File: config.mk
export PLATFORM = sky130hd
export DESIGN_NAME = averaging_hysteresis_thermostat
export DESIGN_NICKNAME = d
export VERILOG_FILES = /design/src/hdl/aht_pkg.sv /design/src/hdl/aht_in_reg.sv /design/src/hdl/aht_core.sv /design/src/hdl/aht_out_reg.sv /design/src/hdl/averaging_hysteresis_thermostat.sv
export SDC_FILE = /design/constraint.sdc
export NUM_CORES = 1
export LEC_CHECK = 0
export BUFFER_PORTS_ARGS = -buffer_cell sky130_fd_sc_hd__buf_2
export CORE_ASPECT_RATIO = 0.7
export CORE_MARGIN = 3
export CORE_UTILIZATION = 43
export DETAILED_ROUTE_END_ITERATION = 12
export PLACE_DENSITY = 0.63
export SLEW_MARGIN = 5
export SYNTH_ARGS = -nofsm -noshare
export SYNTH_HDL_FRONTEND = slang
export SYNTH_SLANG_ARGS = --single-unit
File: constraint.sdc
create_clock -name clk -period 8.3 [get_ports clk]
set_clock_uncertainty 0.05 [all_clocks]
set_input_delay 0.83 -clock clk [delete_from_list [all_inputs] [get_ports clk]]
set_output_delay 0.83 -clock clk [all_outputs]
set_load 0.05 [all_outputs]
File: src/hdl/aht_pkg.sv
package aht_pkg;

  localparam int AVG_COUNT_DEF = 8;
  localparam int SUM_W         = 14;
  localparam int CFG_W         = 7;
  localparam int CFG_IDX_W     = 2;
  localparam int TEMP_W        = 8;

  localparam logic [CFG_W-1:0]  RESET_SET_TEMP  = 7'd60;
  localparam logic [CFG_W-1:0]  RESET_HEAT_TOL  = 7'd5;
  localparam logic [CFG_W-1:0]  RESET_COOL_TOL  = 7'd5;
  localparam logic [TEMP_W-1:0] RESET_AVERAGE   = 8'd30;

  typedef enum logic [CFG_IDX_W-1:0] {
    REG_SET_TEMP = 2'd0,
    REG_HEAT_TOL = 2'd1,
    REG_COOL_TOL = 2'd2
  } cfg_reg_t;

  typedef enum logic [1:0] {
    LAMP_OFF   = 2'd0,
    LAMP_ON    = 2'd1,
    LAMP_BLINK = 2'd2
  } lamp_mode_t;

  typedef struct packed {
    logic              enable;
    logic              sample_valid;
    logic [TEMP_W-1:0] sample;
  } in_item_t;

  typedef struct packed {
    logic                     heater_on;
    logic                     cooler_on;
    logic [1:0]               lamp_mode;
    logic [TEMP_W-1:0]        average_temperature;
    logic signed [TEMP_W-1:0] temperature_error;
    logic                     average_done;
  } out_item_t;

endpackage

File: src/hdl/aht_in_reg.sv
module aht_in_reg (
  input  logic             clk,
  input  logic             rst_n,
  input  logic             in_valid,
  output logic             in_stall,
  input  aht_pkg::in_item_t in_data,
  input  logic             out_ready,
  output logic             adv,
  output aht_pkg::in_item_t item
);

  logic              valid_r;
  logic              valid_nxt;
  aht_pkg::in_item_t data_r;
  logic              take;

  assign adv      = valid_r && out_ready;
  assign in_stall = valid_r && !adv;
  assign take     = in_valid && !in_stall;
  assign item     = data_r;

  always_comb begin
    valid_nxt = valid_r;
    if (take) begin
      valid_nxt = 1'b1;
    end else if (adv) begin
      valid_nxt = 1'b0;
    end
  end

  always_ff @(posedge clk) begin
    if (!rst_n) begin
      valid_r <= 1'b0;
    end else begin
      valid_r <= valid_nxt;
    end
  end

  always_ff @(posedge clk) begin
    if (take) begin
      data_r <= in_data;
    end
  end

endmodule

File: src/hdl/aht_core.sv
module aht_core #(
  parameter int AVG_COUNT = aht_pkg::AVG_COUNT_DEF
) (
  input  logic                          clk,
  input  logic                          rst_n,
  input  logic                          cfg_we,
  input  logic [aht_pkg::CFG_IDX_W-1:0] cfg_index,
  input  logic [aht_pkg::CFG_W-1:0]     cfg_wdata,
  input  logic                          adv,
  input  aht_pkg::in_item_t             item,
  output aht_pkg::out_item_t            res
);

  localparam int CNT_W   = $clog2(AVG_COUNT + 1);
  localparam int SHIFT   = aht_pkg::SUM_W + $clog2(AVG_COUNT);
  localparam int RECIP_W = SHIFT + 1;
  localparam int PROD_W  = aht_pkg::SUM_W + RECIP_W;
  localparam longint RECIP = ((64'd1 << SHIFT) + AVG_COUNT - 1) / AVG_COUNT;

  logic [aht_pkg::CFG_W-1:0]  set_temp_r;
  logic [aht_pkg::CFG_W-1:0]  heat_tol_r;
  logic [aht_pkg::CFG_W-1:0]  cool_tol_r;

  logic [aht_pkg::SUM_W-1:0]  sum_r,      sum_nxt;
  logic [CNT_W-1:0]           left_r,     left_nxt;
  logic                       heater_r,   heater_nxt;
  logic                       cooler_r,   cooler_nxt;
  aht_pkg::lamp_mode_t        lamp_r,     lamp_nxt;
  logic [aht_pkg::TEMP_W-1:0] avg_r,      avg_nxt;
  logic signed [aht_pkg::TEMP_W-1:0] err_r, err_nxt;

  logic [aht_pkg::SUM_W-1:0]  sum_acc;
  logic [CNT_W-1:0]           left_acc;
  logic                       done;
  logic [PROD_W-1:0]          prod;
  logic [aht_pkg::TEMP_W-1:0] avg_new;
  logic signed [9:0]          diff;
  logic signed [aht_pkg::TEMP_W-1:0] err_new;
  logic signed [8:0]          err_ext;
  logic signed [8:0]          heat_ext;
  logic signed [8:0]          cool_neg;

  always_ff @(posedge clk) begin
    if (!rst_n) begin
      set_temp_r <= aht_pkg::RESET_SET_TEMP;
      heat_tol_r <= aht_pkg::RESET_HEAT_TOL;
      cool_tol_r <= aht_pkg::RESET_COOL_TOL;
    end else if (cfg_we) begin
      case (aht_pkg::cfg_reg_t'(cfg_index))
        aht_pkg::REG_SET_TEMP: set_temp_r <= cfg_wdata;
        aht_pkg::REG_HEAT_TOL: heat_tol_r <= cfg_wdata;
        aht_pkg::REG_COOL_TOL: cool_tol_r <= cfg_wdata;
        default: ;
      endcase
    end
  end

  always_comb begin
    sum_acc  = sum_r;
    left_acc = left_r;
    if (item.sample_valid) begin
      sum_acc = sum_r + aht_pkg::SUM_W'(item.sample);
      if (left_r != '0) begin
        left_acc = left_r - CNT_W'(1);
      end
    end
    done = item.enable && (left_acc == '0);

    // average by reciprocal multiply, exact for every 14-bit sum
    prod    = PROD_W'(sum_acc) * PROD_W'(RECIP);
    avg_new = prod[SHIFT +: aht_pkg::TEMP_W];

    diff = $signed({2'b00, avg_new}) - $signed({3'b000, set_temp_r});
    if (diff > 10'sd127) begin
      err_new = 8'sd127;
    end else begin
      err_new = diff[aht_pkg::TEMP_W-1:0];
    end

    err_ext  = {err_new[aht_pkg::TEMP_W-1], err_new};
    heat_ext = $signed({2'b00, heat_tol_r});
    cool_neg = -$signed({2'b00, cool_tol_r});
  end

  always_comb begin
    sum_nxt    = sum_r;
    left_nxt   = left_r;
    heater_nxt = heater_r;
    cooler_nxt = cooler_r;
    lamp_nxt   = lamp_r;
    avg_nxt    = avg_r;
    err_nxt    = err_r;
    if (!item.enable) begin
      heater_nxt = 1'b0;
      cooler_nxt = 1'b0;
      lamp_nxt   = aht_pkg::LAMP_OFF;
    end else if (done) begin
      sum_nxt  = '0;
      left_nxt = CNT_W'(AVG_COUNT);
      avg_nxt  = avg_new;
      err_nxt  = err_new;
      if (err_ext >= heat_ext) begin
        if (!heater_r) begin
          cooler_nxt = 1'b1;
          lamp_nxt   = aht_pkg::LAMP_ON;
        end else begin
          heater_nxt = 1'b0;
        end
      end else if (err_ext <= cool_neg) begin
        if (!cooler_r) begin
          heater_nxt = 1'b1;
          lamp_nxt   = aht_pkg::LAMP_BLINK;
        end else begin
          cooler_nxt = 1'b0;
        end
      end
    end else begin
      sum_nxt  = sum_acc;
      left_nxt = left_acc;
    end
  end

  always_ff @(posedge clk) begin
    if (!rst_n) begin
      sum_r    <= '0;
      left_r   <= CNT_W'(AVG_COUNT);
      heater_r <= 1'b0;
      cooler_r <= 1'b0;
      lamp_r   <= aht_pkg::LAMP_OFF;
      avg_r    <= aht_pkg::RESET_AVERAGE;
      err_r    <= '0;
    end else if (adv) begin
      sum_r    <= sum_nxt;
      left_r   <= left_nxt;
      heater_r <= heater_nxt;
      cooler_r <= cooler_nxt;
      lamp_r   <= lamp_nxt;
      avg_r    <= avg_nxt;
      err_r    <= err_nxt;
    end
  end

  always_comb begin
    res.heater_on           = heater_nxt;
    res.cooler_on           = cooler_nxt;
    res.lamp_mode           = lamp_nxt;
    res.average_temperature = avg_nxt;
    res.temperature_error   = err_nxt;
    res.average_done        = done;
  end

endmodule

File: src/hdl/aht_out_reg.sv
module aht_out_reg (
  input  logic               clk,
  input  logic               rst_n,
  input  logic               load,
  input  aht_pkg::out_item_t res,
  output logic               out_ready,
  output logic               out_valid,
  input  logic               out_stall,
  output aht_pkg::out_item_t out_data
);

  logic               valid_r;
  logic               valid_nxt;
  aht_pkg::out_item_t data_r;

  assign out_ready = !valid_r || !out_stall;
  assign out_valid = valid_r;
  assign out_data  = data_r;

  always_comb begin
    valid_nxt = valid_r;
    if (load) begin
      valid_nxt = 1'b1;
    end else if (!out_stall) begin
      valid_nxt = 1'b0;
    end
  end

  always_ff @(posedge clk) begin
    if (!rst_n) begin
      valid_r <= 1'b0;
    end else begin
      valid_r <= valid_nxt;
    end
  end

  always_ff @(posedge clk) begin
    if (load) begin
      data_r <= res;
    end
  end

endmodule

File: src/hdl/averaging_hysteresis_thermostat.sv
// Averaging thermostat with a dead band on heater, cooler and lamp.
// Input channel in_valid/in_stall/in_data: one control tick per transfer,
// carrying enable, sample_valid and an 8-bit temperature sample.
// Output channel out_valid/out_stall/out_data: exactly one result per tick,
// in order: heater, cooler, lamp mode, latest average, latest error and
// a flag that marks the tick on which a new average was formed.
// Configuration: cfg_we with cfg_index 0 set point, 1 heat tolerance,
// 2 cool tolerance; other indexes are ignored. Write only while idle.
// Path: a tick passes through the input register, then the result register.
// Throughput: one tick per cycle while the output is not stalled; the state
// update for a tick happens in the single step between the two registers,
// so the next tick sees it straight away.
// Stall: a stalled result holds in the result register; the input register
// keeps taking ticks until it is itself full, then in_stall rises.
// Reset (synchronous, rst_n low): both channels empty, sum cleared, count
// reloaded, heater, cooler and lamp off, average 30, error 0, and the
// registers back to 60, 5 and 5.
module averaging_hysteresis_thermostat #(
  parameter int AVG_COUNT = aht_pkg::AVG_COUNT_DEF
) (
  input  logic                          clk,
  input  logic                          rst_n,
  input  logic                          in_valid,
  output logic                          in_stall,
  input  aht_pkg::in_item_t             in_data,
  output logic                          out_valid,
  input  logic                          out_stall,
  output aht_pkg::out_item_t            out_data,
  input  logic                          cfg_we,
  input  logic [aht_pkg::CFG_IDX_W-1:0] cfg_index,
  input  logic [aht_pkg::CFG_W-1:0]     cfg_wdata
);

  logic               out_ready;
  logic               adv;
  aht_pkg::in_item_t  item;
  aht_pkg::out_item_t res;

  aht_in_reg u_in_reg (
    .clk       (clk),
    .rst_n     (rst_n),
    .in_valid  (in_valid),
    .in_stall  (in_stall),
    .in_data   (in_data),
    .out_ready (out_ready),
    .adv       (adv),
    .item      (item)
  );

  aht_core #(
    .AVG_COUNT (AVG_COUNT)
  ) u_core (
    .clk       (clk),
    .rst_n     (rst_n),
    .cfg_we    (cfg_we),
    .cfg_index (cfg_index),
    .cfg_wdata (cfg_wdata),
    .adv       (adv),
    .item      (item),
    .res       (res)
  );

  aht_out_reg u_out_reg (
    .clk       (clk),
    .rst_n     (rst_n),
    .load      (adv),
    .res       (res),
    .out_ready (out_ready),
    .out_valid (out_valid),
    .out_stall (out_stall),
    .out_data  (out_data)
  );

endmodule

Word-level counts from Yosys, hierarchy flattened
Cells that the tools add are included.
- register bits: 92
- bits of input ports: 24
- output and inout port bits: 23
- logic and storage cells: 81
- add/subtract/negate cells: 4
- order comparisons: 3
- equality and inequality tests: 3
- mux-type cells: 30
- reduce and logical (&&, ||, !) cells: 19
- operators with widths (cell ; number):
    two-way mux 8 bit ; 5
    two-way mux 14 bit ; 2
    adder 14 x 8 -> 14 bit ; 1
    two-way mux 1 bit ; 14
    two-way mux 2 bit ; 6
    two-way mux 4 bit ; 3
    > comparator 10 x 8 -> 1 bit, second input constant ; 1
    less-or-equal comparator 8 x 9 -> 1 bit ; 1
    negation 7 -> 9 bit ; 1
    subtractor 8 x 7 -> 9 bit ; 1
    greater-or-equal comparator 8 bit ; 1
    AND reduction 2 bit ; 4
    logical AND 1 bit ; 4
    logical NOT 1 bit ; 4
    logical NOT 4 bit ; 1
    nonzero test 2 bit ; 2
    nonzero test 4 bit ; 1
    subtractor 4 x 1 -> 4 bit, second input constant ; 1
    AND reduction 3 bit ; 1
    == test 2 x 1 -> 1 bit, second input constant ; 1
    == test 2 bit, second input constant ; 1
    logical NOT 2 bit ; 1
    inequality test 2 x 1 -> 1 bit, second input constant ; 1
    logical OR 1 bit ; 1

Depth between registers and ports, before layout
- depth in word-level cells: 10
- depth in mapped cells: 28

Hierarchy
From an unflattened synthesis, not the netlist that was laid out.
- cell total of the unflattened synthesis: 518
- area, all modules: 4906.0 sq um
- by module, submodules not included (module ; times used ; cells an instance ; area each (sq um) ; seq. area each (sq um)):
    aht_core ; 1 ; 478 ; 3886.2 ; 1121.1
    aht_out_reg ; 1 ; 25 ; 665.6 ; 650.6
    aht_in_reg ; 1 ; 15 ; 354.1 ; 320.3

Worst setup path after synthesis
OpenSTA, ideal clock, no wires.
- path type: register -> register
- start: reg u_in_reg.data_r (netlist bit u_in_reg.item[1])
- end: reg u_out_reg.data_r (netlist bit u_out_reg.out_data[20]) (data pin)
- setup time: 0.255 ns
- data arrival time: 5.483 ns
- slack: 2.512 ns
- cell stages (with the launch flop): 29
- path buffers: 0
- clock period less this slack: 5.788 ns
- cells stage by stage: edfxtp_1 ha_1 a21o_1 a21oi_1 o21bai_1 a21oi_1 o21bai_1 a21o_1 xor2_1 mux2i_1 inv_1 ha_1 o211a_1 o31ai_1 a32oi_2 o21ai_0 a21boi_0 nor2b_1 inv_1 ha_1 and3_1 and3_1 nand4_1 a211oi_1 a2111oi_0 nand2_1 a32oi_1 o21ai_0 and2_1
- RTL lines (item ; RTL line ; RTL):
    start, declared ; aht_in_reg.sv:14 ; aht_pkg::in_item_t data_r;
    start signal, assigned ; aht_in_reg.sv:41 ; data_r <= in_data;
    end signal, assigned ; aht_out_reg.sv:39 ; data_r <= res;
    end, declared ; aht_out_reg.sv:14 ; aht_pkg::out_item_t data_r;

==> impl_metrics.csv <==
group,metric,value,unit
final_layout,final_common_cell,"nand2_1",
logic_synthesis,synth_area_per_cell,9.18,µm²
placement,dp.cells,712,
timing,period_share,82.9,%
cts,clock_path_buffers,2,
final_layout,final_cell_mix,"nand2_1 (79), dfxtp_1 (58), buf_2 (46)",
global_routing,use_met2,30.3,%
final_layout,fin_nets,631,
global_routing,grt_pass1_wl,18400,µm
route,vias,3894,
placement,numPortBuffers,46,
route,drt-total-wl,11100,µm
timing,layout_min_cycle_time,6.88,ns
worst_setup_path,crit_start,"u_in_reg.item[1]",
worst_setup_path,r2r_cells,28,
global_routing,grt_max_degree,44,
final_layout,instances_no_fill,728,
worst_setup_path,critPathSlowestCell,"a21boi_0",
worst_setup_path,worstPathMaxFanout,7,
power_and_ir_drop,power_leakage,2.32,nW
logic_synthesis,synth-edff-count,31,
timing,relSlewSlack,33.0,%
worst_setup_path,end_kind,"flop",
global_routing,grt.overflow.total,0,
floorplan,die_area,0.0128,mm²
final_layout,layout-drive-gt1-share,12.9,%
timing,fin_tns_setup,0,ns
worst_setup_path,max_stage_delay,0.60,ns
timing,drv_slew,0,
cts,clkTransAtPathRegs,0.07,ns
floorplan,pin_count,47,
worst_setup_path,path_common_cell,"ha_1",
placement,gp_congestion,0.973,
logic_synthesis,synth_area_leaders,"dfxtp_1 (24%), edfxtp_1 (19%), ha_1 (7.6%), nand2_1 (6.0%), mux2i_1 (4.5%)",
logic_synthesis,syn-num-nets,591,
final_layout,insertedDiodeCount,0,
final_layout,nFillCells,1012,
logic_synthesis,netlist_area,0.00491,mm²
timing,tightest_slew,0.999,ns
cts,cts_buffers,9,
floorplan,start_util,45.7,%
global_routing,antenna_found_initial,0,
cts,cts_tree,"yes",
route,drt_pre_antenna_iters,4,
floorplan,die_y,95.4,µm
route,routed_via_density,5.35,
global_routing,grt_busiest_layer,"met2",
timing,rsz0062_at_grt,"false",
timing,setup_viol,0,
route,wl_per_cell,15.2,µm
cts,cts_resized,0,
logic_synthesis,yosysWarnings,0,
global_routing,grt_pass1_vias,3808,
timing,max_freq,0.145,GHz
floorplan,die_w,134,µm
final_layout,area_growth,12.9,%
worst_setup_path,required,8.35,ns
cts,h-tree-depth,3,
worst_setup_path,arrival,6.93,ns
power_and_ir_drop,p_per_area,179,mW/mm²
route,drt_iter0_drc,217,
logic_synthesis,ys_seq_area_share,42.6,%
cts,cts_setup_buffers,0,
logic_synthesis,synth_flop_cell,"dfxtp_1",
logic_synthesis,synthArstFlopShare,0,%
logic_synthesis,syn_inst,535,
cts,postCtsHoldBufs,0,
worst_setup_path,r2r-start,"u_in_reg.item[1]",
power_and_ir_drop,ir_worst_vdd,0.0000997,V
global_routing,use_met1,24.6,%
worst_setup_path,start_kind,"flop",
route,drc,0,
flow_run,drv_cap,0,
timing,final_hold_viol_count,0,
worst_setup_path,r2r_setup_slack,1.42,ns
cts,root_buffer,"clkbuf_16",
logic_synthesis,yosysUniqueCellTypes,63,
global_routing,grtUsageTotal,18.2,%
logic_synthesis,ys_ff_latch,89,
logic_synthesis,synth_top_cell_area_share,23.6,%
run_status,status,"completed",
floorplan,num_rows,31,
worst_setup_path,crit_end,"u_out_reg.out_data[20]",
final_layout,fin_util,51.6,%
logic_synthesis,synth.largest_area_cell,"dfxtp_1",
worst_setup_path,worstSetupPathType,"flop to flop",
min_path,min_path_type,"flop to flop",
route,ant_nets,0,
worst_setup_path,reg2reg_to,"u_out_reg.out_data[20]",
placement,place_ws,1.66,ns
cts,clk_latency,0.33,ns
placement,hpwl,8330,µm
cts,clock-sinks,89,
floorplan,coreArea,0.0107,mm²
timing,fin_ws,1.42,ns
global_routing,globalRouteMet3Util,3.48,%
[cells in the mapped netlist, types with 9 or more instances]
cell type and number:
nand2_1 79, dfxtp_1 58, o21ai_0 34, edfxtp_1 31, inv_1 31, ha_1 30
a21oi_1 28, nor2_1 25, mux2i_1 22, nor2b_1 21, clkbuf_1 18, nand3_1 11
and2_1 10, xnor2_1 10, nor3_1 9, o211ai_1 9
[registers in the layout, indices dropped and copies added, names as in the netlist]
signal	cells
u_out_reg.out_data	21
u_core.sum_r	11
u_in_reg.item	10
u_core.avg_r	8
u_core.err_r	8
u_core.cool_tol_r	7
u_core.heat_tol_r	7
u_core.set_temp_r	7
u_core.left_r	4
u_core.lamp_r	2
u_core.cooler_r	1
u_core.heater_r	1
u_in_reg.valid_r	1
u_out_reg.out_valid	1
[critical path, delay by kind of cell (launching register included)]
family,cells,cell delay (ns)
flops,1,0.43
simple gates,6,1.06
mux,1,0.31
fa+ha+maj,3,0.95
xor+xnor,1,0.14
buf+inv,2,0.16
compound gates,15,3.54
[routing by layer]
layer | vias up | part of all wire, %
li1 | 1995 | -
met3 | 11 | 3.0
met4 | 0 | 1.2
met2 | 55 | 46
met5 | - | 0
met1 | 1833 | 50
[report_power, final]
part | switching (mW) | total (mW) | leakage, nW | internal [mW]
registers | 0.00888 | 0.474 | 0.764 | 0.465
logic | 0.0953 | 0.149 | 1.43 | 0.0541
clock network | 0.168 | 0.370 | 0.129 | 0.202
[layout make-up]
type                       instances  area, µm²  share of cell area, %
multi-input combinational        393       2620                   47.2
sequential                        89       2090                   37.7
timing repair buffer              49        253                   4.56
clock buffer                       9        225                   4.06
tap                              148        185                   3.34
inverter                          33        124                   2.23
clock inverter                     7       46.3                  0.835
[per-stage QoR]
stage / hold WS, ns / power, mW / area, µm²
final: 0.408 / 0.994 / 5550
after global routing: 0.434 / 1.04 / 5550
after CTS: 0.409 / 1.00 / 5550
after detailed placement: 0.400 / 0.632 / 5270
after global placement: 0.393 / 0.630 / 5270
after floorplan: 0.384 / 0.591 / 4910
[how the worst min path moves through the flow]
stage	startpoint	end	slack, ns	depth (start not counted)
global placement	u_core.err_r[2]	u_core.err_r[2]	0.39	2
detailed placement	u_core.err_r[3]	u_core.err_r[3]	0.40	2
finish	u_core.err_r[3]	u_core.err_r[3]	0.41	2
floorplan	u_core.err_r[4]	u_core.err_r[4]	0.38	2
global route	u_core.err_r[0]	u_core.err_r[0]	0.43	2
CTS	u_core.err_r[3]	u_core.err_r[3]	0.41	2
[cell families (layout without fill, tap and decap cells)]
kind of cell | Yosys count | after routing | synth area share (%)
adder cells (fa/ha/maj) | 33 | 33 | 8.69
buffers and inverters | 53 | 98 | 4.05
flip-flops | 89 | 89 | 42.6
multiplexers | 24 | 24 | 4.94
AND/OR/NAND/NOR | 187 | 187 | 18.6
AO/OA/AOI/OAI | 132 | 132 | 18.1
XOR/XNOR | 17 | 17 | 3.03
Note: power is estimated with default switching activity, not from simulation.
